File: src/hw/rtl/i2a_pkg.sv
// ----------------------------------------------------------------------------
// i2a_pkg
// Shared types, constants and helpers for the integer to ASCII formatter.
// ----------------------------------------------------------------------------
package i2a_pkg;

  localparam int VALUE_WIDTH_DEF = 32;
  localparam int FUNC_W          = 3;
  localparam int CHAR_W          = 8;
  localparam int POS_W           = 6;

  localparam logic [CHAR_W-1:0] CHAR_MINUS = 8'h2D;
  localparam logic [CHAR_W-1:0] CHAR_ZERO  = 8'h30;
  localparam logic [CHAR_W-1:0] CHAR_UPPER = 8'h41;
  localparam logic [CHAR_W-1:0] CHAR_LOWER = 8'h61;

  typedef enum logic [FUNC_W-1:0] {
    FMT_SDEC = 3'd0,
    FMT_UDEC = 3'd1,
    FMT_BIN  = 3'd2,
    FMT_OCT  = 3'd3,
    FMT_HEXL = 3'd4,
    FMT_HEXU = 3'd5
  } fmt_t;

  typedef enum logic [2:0] {
    ST_IDLE,
    ST_DABBLE,
    ST_SIGN,
    ST_SKIP,
    ST_EMIT
  } state_t;

  typedef struct packed {
    logic load;
    logic dabble;
    logic shift;
    logic emit_sign;
    logic emit_digit;
  } cmd_t;

  typedef struct packed {
    logic in_ok;
    logic in_dec;
    logic neg;
    logic dabble_last;
    logic digit_zero;
    logic digit_last;
    logic out_free;
  } sts_t;

  function automatic logic [CHAR_W-1:0] digit_char(input logic [3:0] d, input logic upper);
    logic [CHAR_W-1:0] base;
    base = upper ? CHAR_UPPER : CHAR_LOWER;
    if (d < 4'd10) begin
      digit_char = CHAR_ZERO + {4'd0, d};
    end else begin
      digit_char = base + {4'd0, d} - 8'd10;
    end
  endfunction

endpackage

File: src/hw/rtl/i2a_in_if.sv
// ----------------------------------------------------------------------------
// i2a_in_if
// Input channel: format selector and value, valid/ready handshake.
// ----------------------------------------------------------------------------
interface i2a_in_if #(
  parameter int VALUE_WIDTH = 32
);
  logic                   valid;
  logic                   ready;
  logic [2:0]             func;
  logic [VALUE_WIDTH-1:0] value;

  modport source (output valid, output func, output value, input ready);
  modport sink   (input valid, input func, input value, output ready);
endinterface

File: src/hw/rtl/i2a_out_if.sv
// ----------------------------------------------------------------------------
// i2a_out_if
// Output channel: one ASCII character per item, valid/ready handshake.
// ----------------------------------------------------------------------------
interface i2a_out_if;
  logic       valid;
  logic       ready;
  logic [7:0] character;
  logic [5:0] position;
  logic       last;

  modport source (output valid, output character, output position, output last,
                  input ready);
  modport sink   (input valid, input character, input position, input last,
                  output ready);
endinterface

File: src/hw/rtl/i2a_ctrl.sv
// ----------------------------------------------------------------------------
// i2a_ctrl
// Sequencer: accept, BCD conversion, sign, leading zero skip, digit emission.
// ----------------------------------------------------------------------------
module i2a_ctrl
  import i2a_pkg::*;
(
  input  logic clk,
  input  logic rst,
  input  logic din_valid,
  output logic din_ready,
  input  sts_t sts,
  output cmd_t cmd
);

  state_t state, state_next;

  always_ff @(posedge clk) begin
    if (rst) begin
      state <= ST_IDLE;
    end else begin
      state <= state_next;
    end
  end

  always_comb begin
    state_next = state;
    cmd        = '0;
    din_ready  = 1'b0;
    case (state)
      ST_IDLE: begin
        din_ready = 1'b1;
        if (din_valid && sts.in_ok) begin
          cmd.load   = 1'b1;
          state_next = sts.in_dec ? ST_DABBLE : ST_SKIP;
        end
      end
      ST_DABBLE: begin
        cmd.dabble = 1'b1;
        if (sts.dabble_last) begin
          state_next = sts.neg ? ST_SIGN : ST_SKIP;
        end
      end
      ST_SIGN: begin
        if (sts.out_free) begin
          cmd.emit_sign = 1'b1;
          state_next    = ST_SKIP;
        end
      end
      ST_SKIP: begin
        if (sts.digit_zero && !sts.digit_last) begin
          cmd.shift = 1'b1;
        end else if (sts.out_free) begin
          cmd.emit_digit = 1'b1;
          state_next     = sts.digit_last ? ST_IDLE : ST_EMIT;
        end
      end
      ST_EMIT: begin
        if (sts.out_free) begin
          cmd.emit_digit = 1'b1;
          if (sts.digit_last) begin
            state_next = ST_IDLE;
          end
        end
      end
      default: begin
        state_next = ST_IDLE;
      end
    endcase
  end

endmodule

File: src/hw/rtl/i2a_dpath.sv
// ----------------------------------------------------------------------------
// i2a_dpath
// Magnitude and BCD shift registers, digit counter and output register.
// ----------------------------------------------------------------------------
module i2a_dpath
  import i2a_pkg::*;
#(
  parameter int VALUE_WIDTH = VALUE_WIDTH_DEF
)(
  input  logic                   clk,
  input  logic                   rst,
  input  logic [FUNC_W-1:0]      din_func,
  input  logic [VALUE_WIDTH-1:0] din_value,
  input  cmd_t                   cmd,
  output sts_t                   sts,
  output logic                   dout_valid,
  input  logic                   dout_ready,
  output logic [CHAR_W-1:0]      dout_character,
  output logic [POS_W-1:0]       dout_position,
  output logic                   dout_last
);

  localparam int W      = VALUE_WIDTH;
  localparam int ND_OCT = (W + 2) / 3;
  localparam int ND_HEX = (W + 3) / 4;
  localparam int ND_DEC = ((W * 1233) >> 12) + 1;
  localparam int MW     = (3 * ND_OCT > 4 * ND_HEX) ? 3 * ND_OCT : 4 * ND_HEX;
  localparam int BW     = 4 * ND_DEC;
  localparam int CW     = $clog2(MW + 1);
  localparam int SH_BIN = MW - W;
  localparam int SH_OCT = MW - 3 * ND_OCT;
  localparam int SH_HEX = MW - 4 * ND_HEX;

  logic [MW-1:0]    mag;
  logic [BW-1:0]    bcd;
  logic [CW-1:0]    cnt;
  fmt_t             fmt;
  logic             neg;
  logic [POS_W-1:0] pos;

  logic             in_ok;
  logic             in_neg;
  logic [W-1:0]     in_mag;
  logic [MW-1:0]    mag_init;
  logic [CW-1:0]    cnt_init;
  logic [BW-1:0]    bcd_adj;
  logic [3:0]       digit;
  logic [MW-1:0]    mag_shift;
  logic [BW-1:0]    bcd_shift;
  logic             out_free;

  assign in_ok  = (din_func <= FMT_HEXU);
  assign in_neg = (din_func == FMT_SDEC) && din_value[W-1];
  assign in_mag = in_neg ? (~din_value + {{(W-1){1'b0}}, 1'b1}) : din_value;

  always_comb begin
    mag_init = MW'(in_mag) << SH_BIN;
    cnt_init = CW'(W);
    case (din_func)
      FMT_OCT: begin
        mag_init = MW'(in_mag) << SH_OCT;
        cnt_init = CW'(ND_OCT);
      end
      FMT_HEXL, FMT_HEXU: begin
        mag_init = MW'(in_mag) << SH_HEX;
        cnt_init = CW'(ND_HEX);
      end
      default: begin
        mag_init = MW'(in_mag) << SH_BIN;
        cnt_init = CW'(W);
      end
    endcase
  end

  always_comb begin
    for (int i = 0; i < ND_DEC; i++) begin
      bcd_adj[4*i +: 4] = (bcd[4*i +: 4] >= 4'd5) ? bcd[4*i +: 4] + 4'd3 : bcd[4*i +: 4];
    end
  end

  always_comb begin
    digit     = mag[MW-1 -: 4];
    mag_shift = mag << 4;
    bcd_shift = bcd;
    case (fmt)
      FMT_BIN: begin
        digit     = {3'd0, mag[MW-1]};
        mag_shift = mag << 1;
      end
      FMT_OCT: begin
        digit     = {1'b0, mag[MW-1 -: 3]};
        mag_shift = mag << 3;
      end
      FMT_HEXL, FMT_HEXU: begin
        digit     = mag[MW-1 -: 4];
        mag_shift = mag << 4;
      end
      default: begin
        digit     = bcd[BW-1 -: 4];
        mag_shift = mag;
        bcd_shift = bcd << 4;
      end
    endcase
  end

  assign out_free = !dout_valid || dout_ready;

  always_comb begin
    sts             = '0;
    sts.in_ok       = in_ok;
    sts.in_dec      = (din_func == FMT_SDEC) || (din_func == FMT_UDEC);
    sts.neg         = neg;
    sts.dabble_last = (cnt == CW'(1));
    sts.digit_zero  = (digit == 4'd0);
    sts.digit_last  = (cnt == CW'(1));
    sts.out_free    = out_free;
  end

  always_ff @(posedge clk) begin
    if (cmd.load) begin
      mag <= mag_init;
      bcd <= '0;
      cnt <= cnt_init;
      fmt <= fmt_t'(din_func);
      neg <= in_neg;
      pos <= '0;
    end else if (cmd.dabble) begin
      mag <= mag << 1;
      bcd <= {bcd_adj[BW-2:0], mag[MW-1]};
      cnt <= (cnt == CW'(1)) ? CW'(ND_DEC) : cnt - CW'(1);
    end else if (cmd.shift || cmd.emit_digit) begin
      mag <= mag_shift;
      bcd <= bcd_shift;
      cnt <= cnt - CW'(1);
    end
    if (cmd.emit_sign || cmd.emit_digit) begin
      pos <= pos + POS_W'(1);
    end
  end

  always_ff @(posedge clk) begin
    if (rst) begin
      dout_valid <= 1'b0;
    end else if (cmd.emit_sign || cmd.emit_digit) begin
      dout_valid <= 1'b1;
    end else if (dout_ready) begin
      dout_valid <= 1'b0;
    end
  end

  always_ff @(posedge clk) begin
    if (cmd.emit_sign) begin
      dout_character <= CHAR_MINUS;
      dout_position  <= pos + POS_W'(1);
      dout_last      <= 1'b0;
    end else if (cmd.emit_digit) begin
      dout_character <= digit_char(digit, fmt == FMT_HEXU);
      dout_position  <= pos + POS_W'(1);
      dout_last      <= (cnt == CW'(1));
    end
  end

endmodule

File: src/hw/rtl/integer_to_ascii_formatter_core.sv
// ----------------------------------------------------------------------------
// integer_to_ascii_formatter_core
// Converts one value to its ASCII text, one character per output item.
// ----------------------------------------------------------------------------
// Usage:
//   din carries func (format) and value. An item is taken when the block is
//   idle; func 6 or 7 is taken and dropped without output.
//   dout gives one character per item, most significant digit first, with
//   its one-based position; last marks the final character.
// Sequence: accept, then for decimal a shift-and-add-3 BCD conversion over
//   the W = VALUE_WIDTH input bits and, for a negative signed value, the
//   minus sign; then leading zero digit slots are skipped and the remaining
//   digits are emitted. Func 6 or 7 is dropped at accept. One digit leaves
//   per cycle through the single output register while dout is ready, and
//   output stalls hold the sequencer.
// Stall: a stalled dout holds its item and the sequencer waits; the next
//   input item is taken as soon as the final character sits in the output
//   register.
// Reset: rst clears the sequencer and the output valid; the block is idle.
// ----------------------------------------------------------------------------
module integer_to_ascii_formatter_core
  import i2a_pkg::*;
#(
  parameter int VALUE_WIDTH = VALUE_WIDTH_DEF
)(
  input  logic clk,
  input  logic rst,
  i2a_in_if.sink    din,
  i2a_out_if.source dout
);

  cmd_t cmd;
  sts_t sts;

  i2a_ctrl u_ctrl (
    .clk       (clk),
    .rst       (rst),
    .din_valid (din.valid),
    .din_ready (din.ready),
    .sts       (sts),
    .cmd       (cmd)
  );

  i2a_dpath #(
    .VALUE_WIDTH (VALUE_WIDTH)
  ) u_dpath (
    .clk            (clk),
    .rst            (rst),
    .din_func       (din.func),
    .din_value      (din.value),
    .cmd            (cmd),
    .sts            (sts),
    .dout_valid     (dout.valid),
    .dout_ready     (dout.ready),
    .dout_character (dout.character),
    .dout_position  (dout.position),
    .dout_last      (dout.last)
  );

endmodule

File: src/flat_wrapper.sv
// flat-port wrapper written by rule: the top's interface ports become plain ports
module integer_to_ascii_formatter_core_flat import i2a_pkg::*;
#(
  parameter int VALUE_WIDTH = VALUE_WIDTH_DEF
)
  (clk, rst, din_valid, din_func, din_value, din_ready, dout_valid, dout_character, dout_position, dout_last, dout_ready);
  i2a_in_if #(.VALUE_WIDTH(VALUE_WIDTH)) din_i ();
  i2a_out_if dout_i ();
  input  logic clk;
  input  logic rst;
  input wire logic [$bits(din_i.valid)-1:0] din_valid;
  input wire logic [$bits(din_i.func)-1:0] din_func;
  input wire logic [$bits(din_i.value)-1:0] din_value;
  output wire logic [$bits(din_i.ready)-1:0] din_ready;
  output wire logic [$bits(dout_i.valid)-1:0] dout_valid;
  output wire logic [$bits(dout_i.character)-1:0] dout_character;
  output wire logic [$bits(dout_i.position)-1:0] dout_position;
  output wire logic [$bits(dout_i.last)-1:0] dout_last;
  input wire logic [$bits(dout_i.ready)-1:0] dout_ready;
  assign din_i.valid = din_valid;
  assign din_i.func = din_func;
  assign din_i.value = din_value;
  assign din_ready = din_i.ready;
  assign dout_valid = dout_i.valid;
  assign dout_character = dout_i.character;
  assign dout_position = dout_i.position;
  assign dout_last = dout_i.last;
  assign dout_i.ready = dout_ready;
  integer_to_ascii_formatter_core #(.VALUE_WIDTH(VALUE_WIDTH)) u_core (.clk(clk), .rst(rst), .din(din_i), .dout(dout_i));
endmodule
File: config.mk
export PLATFORM = sky130hd
export DESIGN_NAME = integer_to_ascii_formatter_core_flat
export DESIGN_NICKNAME = d
export VERILOG_FILES = /design/src/hw/rtl/i2a_pkg.sv /design/src/hw/rtl/i2a_in_if.sv /design/src/hw/rtl/i2a_out_if.sv /design/src/hw/rtl/i2a_ctrl.sv /design/src/hw/rtl/i2a_dpath.sv /design/src/hw/rtl/integer_to_ascii_formatter_core.sv /design/src/flat_wrapper.sv
export SDC_FILE = /design/constraint.sdc
export NUM_CORES = 1
export LEC_CHECK = 0
export ABC_AREA = 1
export BUFFER_PORTS_ARGS = -buffer_cell sky130_fd_sc_hd__buf_4
export CAP_MARGIN = 20
export CORE_MARGIN = 5
export CORE_UTILIZATION = 55
export DETAILED_ROUTE_END_ITERATION = 16
export PLACE_DENSITY = 0.73
export SLEW_MARGIN = 0
export SYNTH_ARGS = -nofsm -noshare
export SYNTH_HDL_FRONTEND = slang
export SYNTH_SLANG_ARGS = --single-unit
export TNS_END_PERCENT = 30
File: constraint.sdc
create_clock -name clk -period 9.9 [get_ports clk]
set_clock_uncertainty 0.15 [all_clocks]
set_input_delay 2.475 -clock clk [delete_from_list [all_inputs] [get_ports clk]]
set_output_delay 2.475 -clock clk [all_outputs]
set_load 0.02 [all_outputs]
==> results.yml, run 1 <==
placed_design:
  dp_hpwl_mm: 12.3
  dpl_worst_slack_ns: 4.74
  port_buffers: 54
  dp.cells: 1258
  place_congestion: 0.910
worst_hold_path:
  hold_depth: 2
  min_from: "u_core.u_dpath.dout_character[0]"
  worstHoldPathType: "flop to flop"
  hold_end: "u_core.u_dpath.dout_character[0]"
sta:
  rsz0062_at_grt: "no"
  max_freq_ghz: 0.211
  hold_viol: 0
  period_minus_slack_ns: 4.73
  holdWs_ns: 0.333
  fin_crit_sh_pct: 47.8
  slew_headroom_pct: 25.3
  setup_tns_ns: 0
  worstMarginPinSlew_ns: 1.12
  setup_slack_ns: 5.17
  setup_violations: 0
  maxSlewViolCount: 0
synth:
  ys_ff_latch: 107
  yosys_warnings: 0
  synth_flop_cell: "edfxtp_1"
  synth_area_per_cell_um2: 7.22
  synth_edf_count: 55
  syn_area_um2: 7700
  netlist_instances: 1067
  syn_nets: 1132
  seq_area_frac_synth_pct: 35.0
  async_reset_ff_share_pct: 0
  synth_cell_types: 43
die:
  dieArea_um2: 16500
  placeableCoreArea_um2: 13800
  die_h_um: 128
  pin_count: 56
  initial_core_util_pct: 55.7
  row_count: 43
  die_w_um: 128
route:
  dr.pass1.iters: 5
  wl_mm: 17.8
  avgViaCountPerCell: 5.53
  drt_iter0_markers: 866
  via_count: 7048
  wl_per_cell_um: 13.9
  drcViolationCount: 0
  ant_nets: 0
worst_setup_path:
  worstRegToRegCells: 13
  end_kind: "flop"
  arrival_ns: 4.59
  worstSetupPathType: "input pin to flop"
  r2r-end: "u_core.u_dpath.bcd[16]"
  worstReg2RegStart: "u_core.u_dpath.fmt[2]"
  r2r_setup_slack_ns: 6.03
  start_kind: "input pin"
  cp_max_fo: 63
  cp.required_ns: 9.76
cts:
  clock_latency_ns: 0.36
  htreeDepth: 3
  cts_setup_buffers: 0
  ctsHoldBuffers: 0
  clock_sinks: 107
  cts.root.buffer_cell: "clkbuf_16"
  ctsResizeCount: 0
  clk_path_buf_depth: 2
  cts_made_buffers: 9
  cts_tree: "yes"
  path_clk_slew_ns: 0.07
outcome:
  status: "completed"
grt:
  first_global_vias: 6295
  grt_start_max_net_pins: 67
  grt_usage_pct: 21.9
  grt_pass1_wl_mm: 29.9
  grt_remaining_overflow: 0
  antenna_found_initial: 0
layout:
  final_cells: 1274
  final_nets: 1154
  layout-drive-gt1-share_pct: 12.1
  antenna_cells: 0
  syn_to_final_growth_pct: 10.0
job:
  maxCapViolCount: 0
power_and_ir_drop:
  p_total_w: 0.00289
  p_leak_nw: 3.80
  power.density_nw_per_um2: 341
  ir_drop_mv: 0.158
worst max-delay path: stages:
cell and delay [ns]:
buf_4 0.13, nand2_1 0.07, nand2_1 0.10, nor2_4 0.44
inv_2 0.08, buf_4 0.36, nand2_1 0.16, inv_2 0.24
o21ai_2 0.12, buf_4 0.39
stage by stage:
step                      utilization (%)  instance area [um^2]
after CTS                            61.3                  8470
after global routing                 61.3                  8470
after global placement               58.8                  8130
after detailed placement             58.8                  8130
after floorplan                         -                  7700
final                                61.3                  8470
sequential cells by signal, indices dropped and copies added (netlist names), 3 cells and up:
name                           count
u_core.u_dpath.bcd                40
u_core.u_dpath.pos                 6
u_core.u_dpath.mag                33
u_core.u_dpath.fmt                 3
u_core.u_dpath.dout_character      7
u_core.u_dpath.dout_position       6
u_core.u_dpath.cnt                 6
u_core.u_ctrl.state                3
cell usage after synthesis, types with 2 or more instances:
master,number,area (um^2)
nand3_1,100,500
xnor2_1,12,105
nand3_4,3,52.6
nand2_4,5,56.3
xor2_1,28,245
a21oi_1,41,205
buf_1,3,11.3
nor2_1,124,465
a31oi_1,11,68.8
dfxtp_1,52,1040
a22oi_1,2,15.0
nand2_1,185,694
nor3_1,8,40.0
o22ai_1,35,219
o31ai_1,2,15.0
o221ai_1,8,70.1
nor2_2,23,144
o21ai_1,10,50.1
o211ai_1,9,67.6
clkbuf_1,24,90.1
nor2_4,2,22.5
a32oi_1,29,254
o21ai_0,68,340
nand4_1,4,25.0
inv_1,147,552
inv_2,10,37.5
edfxtp_1,55,1650
ha_1,26,325
nand2_2,8,50.1
nor2_8,2,40.0
buf_4,2,15.0
nand3b_1,3,22.5
buf_12,2,40.0
buf_2,15,75.1
final cells by class:
cell class | instances | area, um^2
timing repair buffer | 58 | 435
sequential | 107 | 2690
tap | 180 | 225
clock inverter | 7 | 124
inverter | 157 | 589
fill | 1278 | 5350
clock buffer | 9 | 225
multi-input combinational | 756 | 4180
cells in the final DEF, fill, tap and decap left out, types with 12 or more instances in the layout:
cell type / synthesis / final
dfxtp_1: 52 / 52
xor2_1: 28 / 28
o22ai_1: 35 / 35
edfxtp_1: 55 / 55
nor2_1: 124 / 124
a21oi_1: 41 / 41
o21ai_0: 68 / 67
buf_4: 2 / 58
xnor2_1: 12 / 12
nand2_1: 185 / 185
nor2_2: 23 / 23
ha_1: 26 / 26
a32oi_1: 29 / 29
inv_1: 147 / 147
nand3_1: 100 / 100
power by group:
group	leakage, nW	switching, W	internal, W
registers	0.964	0.000170	0.000782
clock network	0.167	0.000174	0.000250
logic	2.67	0.000976	0.000539
total	3.80	0.00132	0.00157
layer usage:
metal / share of wire, % / track usage, %
met4: 1.4 / 6.37
met3: 6.5 / 3.78
met2: 42 / 32.7
met5: 0 / 0
met1: 50 / 32.8
cells by family (layout without fill, tap and decap cells):
logic type | count (synthesis) | count (layout) | share of synthesized area (%)
other | 1 | 1 | 0.0487
and+or+nand+nor | 471 | 471 | 28.1
xor gates and xnor gates | 40 | 40 | 4.55
buffers and inverters | 204 | 231 | 10.8
adders and majority gates | 26 | 26 | 4.22
DFF | 107 | 107 | 35.0
AOI/OAI and AO/OA | 218 | 218 | 17.3
worst max path at each step:
stage	start	end	slack (ns)	depth (start not counted)
3_5_place_dp	din_func[1]	u_core.u_dpath.cnt[3]	4.74	9
6_report	din_func[1]	u_core.u_dpath.mag[18]	5.17	10
4_1_cts	din_func[1]	u_core.u_dpath.cnt[3]	5.12	9
5_1_grt	din_func[1]	u_core.u_dpath.cnt[3]	4.88	9
2_1_floorplan	dout_ready	u_core.u_dpath.mag[0]	3.90	6
3_3_place_gp	din_func[1]	u_core.u_dpath.cnt[3]	4.78	9
Note: power is estimated with default switching activity, not from simulation.
==> inputs of run 2 (changes only) <==
--- a/config.mk
+++ b/config.mk
@@ -11,7 +11,7 @@
 export CORE_MARGIN = 5
 export CORE_UTILIZATION = 55
 export DETAILED_ROUTE_END_ITERATION = 16
-export PLACE_DENSITY = 0.73
+export PLACE_DENSITY = 0.76
 export SLEW_MARGIN = 0
 export SYNTH_ARGS = -nofsm -noshare
 export SYNTH_HDL_FRONTEND = slang
==> constraint.sdc (replaced) <==
create_clock -name clk -period 4 [get_ports clk]
set_clock_uncertainty 0.15 [all_clocks]
set_input_delay 1 -clock clk [delete_from_list [all_inputs] [get_ports clk]]
set_output_delay 1 -clock clk [all_outputs]
set_load 0.02 [all_outputs]
==> run 2 against run 1 <==
Compared with the run above:
- non-clock buffer count up 10
- clock power up 140%
- combinational power rose to 2.5 times the previous value
- sequential cell count unchanged
- critical path depth up 3
- global-route usage down 0.056 points
- critical endpoint is now u_core.u_dpath.mag[6]
==> results.yml, run 2 (same netlist as run 1, synthesis figures left out) <==
placed_design:
  dp.cells: 1268
  place_congestion: 0.909
  dp_hpwl_mm: 12.5
  port_buffers: 54
route:
  dr.pass1.iters: 6
  via_count: 7096
  wl_mm: 17.8
  ant_nets: 0
  drcViolationCount: 0
  drt_iter0_markers: 711
  wl_per_cell_um: 13.8
  avgViaCountPerCell: 5.53
sta:
  setup_violations: 0
  max_freq_ghz: 0.322
  hold_viol: 0
  fin_crit_sh_pct: 77.7
  maxSlewViolCount: 0
  period_minus_slack_ns: 3.11
  worstMarginPinSlew_ns: 0.839
  rsz0062_at_grt: "no"
  slew_headroom_pct: 44.0
  setup_tns_ns: 0
worst_setup_path:
  crit_buf_inv: 4
  path_delay_family: "simple AND/OR/NAND/NOR gates"
  worstReg2RegStart: "u_core.u_dpath.fmt[1]"
  cp_max_fo: 33
  arrival_ns: 2.96
  setup.worst_path.start: "u_core.u_dpath.fmt[1]"
  cp.required_ns: 3.85
  cpPeakStageDelay_ns: 0.46
  path_cells: "inv_2, nand2_4, nand2_2, inv_1, a21oi_1, ha_1, nand2_1, nor2_8, nand3_4, nand3_4, inv_1, o21ai_2, buf_4"
  slowest_stage: "edfxtp_1"
  worstSetupPathType: "flop to flop"
  end_kind: "flop"
  r2r_setup_slack_ns: 0.89
  start_kind: "flop"
layout:
  syn_to_final_growth_pct: 10.8
  top_register: "u_core.u_dpath.bcd"
  layout-drive-gt1-share_pct: 12.7
  layout_common_cells: "185 x nand2_1, 147 x inv_1, 124 x nor2_1, 100 x nand3_1, 68 x buf_4"
  final_nets: 1164
  reg.largest.list: "u_core.u_dpath.bcd: 40 flops, u_core.u_dpath.mag: 33 flops, u_core.u_dpath.dout_character: 7 flops"
  layout_commonest_cell: "nand2_1"
  antenna_cells: 0
  final_cells: 1284
  num-fill-cells: 1287
  largest_reg_flops: 40
grt:
  grt_pass1_wl_mm: 30.1
  grt_usage_pct: 21.9
  grt_remaining_overflow: 0
  first_global_vias: 6397
  antenna_found_initial: 0
  grt_start_max_net_pins: 53
worst_hold_path:
  worstHoldPathType: "flop to flop"
  min_from: "u_core.u_dpath.dout_character[4]"
cts:
  cts_setup_buffers: 0
  cts.root.buffer_cell: "clkbuf_16"
  clk_path_buf_depth: 2
  ctsResizeCount: 0
  htreeDepth: 3
  ctsHoldBuffers: 0
  cts_made_buffers: 9
  clock_sinks: 107
  clock_latency_ns: 0.36
  path_clk_slew_ns: 0.07
  cts_tree: "yes"
die:
  dieArea_um2: 16500
  die_w_um: 128
  die_h_um: 128
  initial_core_util_pct: 55.7
  placeableCoreArea_um2: 13800
  pin_count: 56
  row_count: 43
power_and_ir_drop:
  ir_drop_mv: 0.315
  power.density_nw_per_um2: 841
  p_leak_nw: 3.84
outcome:
  status: "completed"
job:
  maxCapViolCount: 0
==> run 2: routing by layer <==
| layer | wire [um] | vias up | track usage, % |
|---|---|---|---|
| met3 | 1100 | 16 | 3.61 |
| met4 | 182 | 0 | 5.06 |
| met1 | 8340 | 3206 | 30.0 |
| met2 | 8170 | 219 | 36.4 |
| met5 | 0 | - | 0 |
| li1 | - | 3655 | - |
==> run 2: power breakdown <==
part	total [W]	internal (W)	switching, W
combinational	0.00382	0.00138	0.00244
sequential	0.00235	0.00193	0.000412
clock	0.00101	0.000608	0.000401
==> run 2: per-stage QoR <==
stage | cell area, um^2 | hold WS [ns] | utilization [%] | total power, W | worst slack, ns
6_report | 8530 | 0.328 | 61.7 | 0.00717 | 0.891
5_1_grt | 8530 | 0.372 | 61.7 | 0.00784 | 0.695
4_1_cts | 8530 | 0.330 | 61.7 | 0.00718 | 0.903
3_5_place_dp | 8200 | 0.318 | 59.3 | 0.00614 | 0.805
3_3_place_gp | 8200 | 0.315 | 59.3 | 0.00606 | 0.814
2_1_floorplan | 7700 | 0.304 | - | 0.00531 | 0.127
==> run 2: layout make-up <==
class	count	area (um^2)	area share, %
clock buffers	10	229	2.68
repair buffers	68	510	5.98
flip-flops and latches	107	2690	31.6
clock inverters	6	104	1.22
multi-input cells	756	4180	49.0
inverters	157	589	6.91
well taps	180	225	2.64
==> run 2: worst paths after layout <==
check | end | cells after the start
worst max-delay path | u_core.u_dpath.mag[6] | 13
worst min-delay path | u_core.u_dpath.dout_character[4] | 2
worst max register to register | u_core.u_dpath.mag[6] | 13
worst min register to register | u_core.u_dpath.dout_character[4] | 2
==> run 2: worst reg2reg max path, delay by kind of cell (launching register included) <==
family	cells	cell delay, ns
adders and majority gates	1	0.23
buffers and inverters	4	0.70
and+or+nand+nor	6	0.75
AOI/OAI and AO/OA	2	0.45
DFF	1	0.46
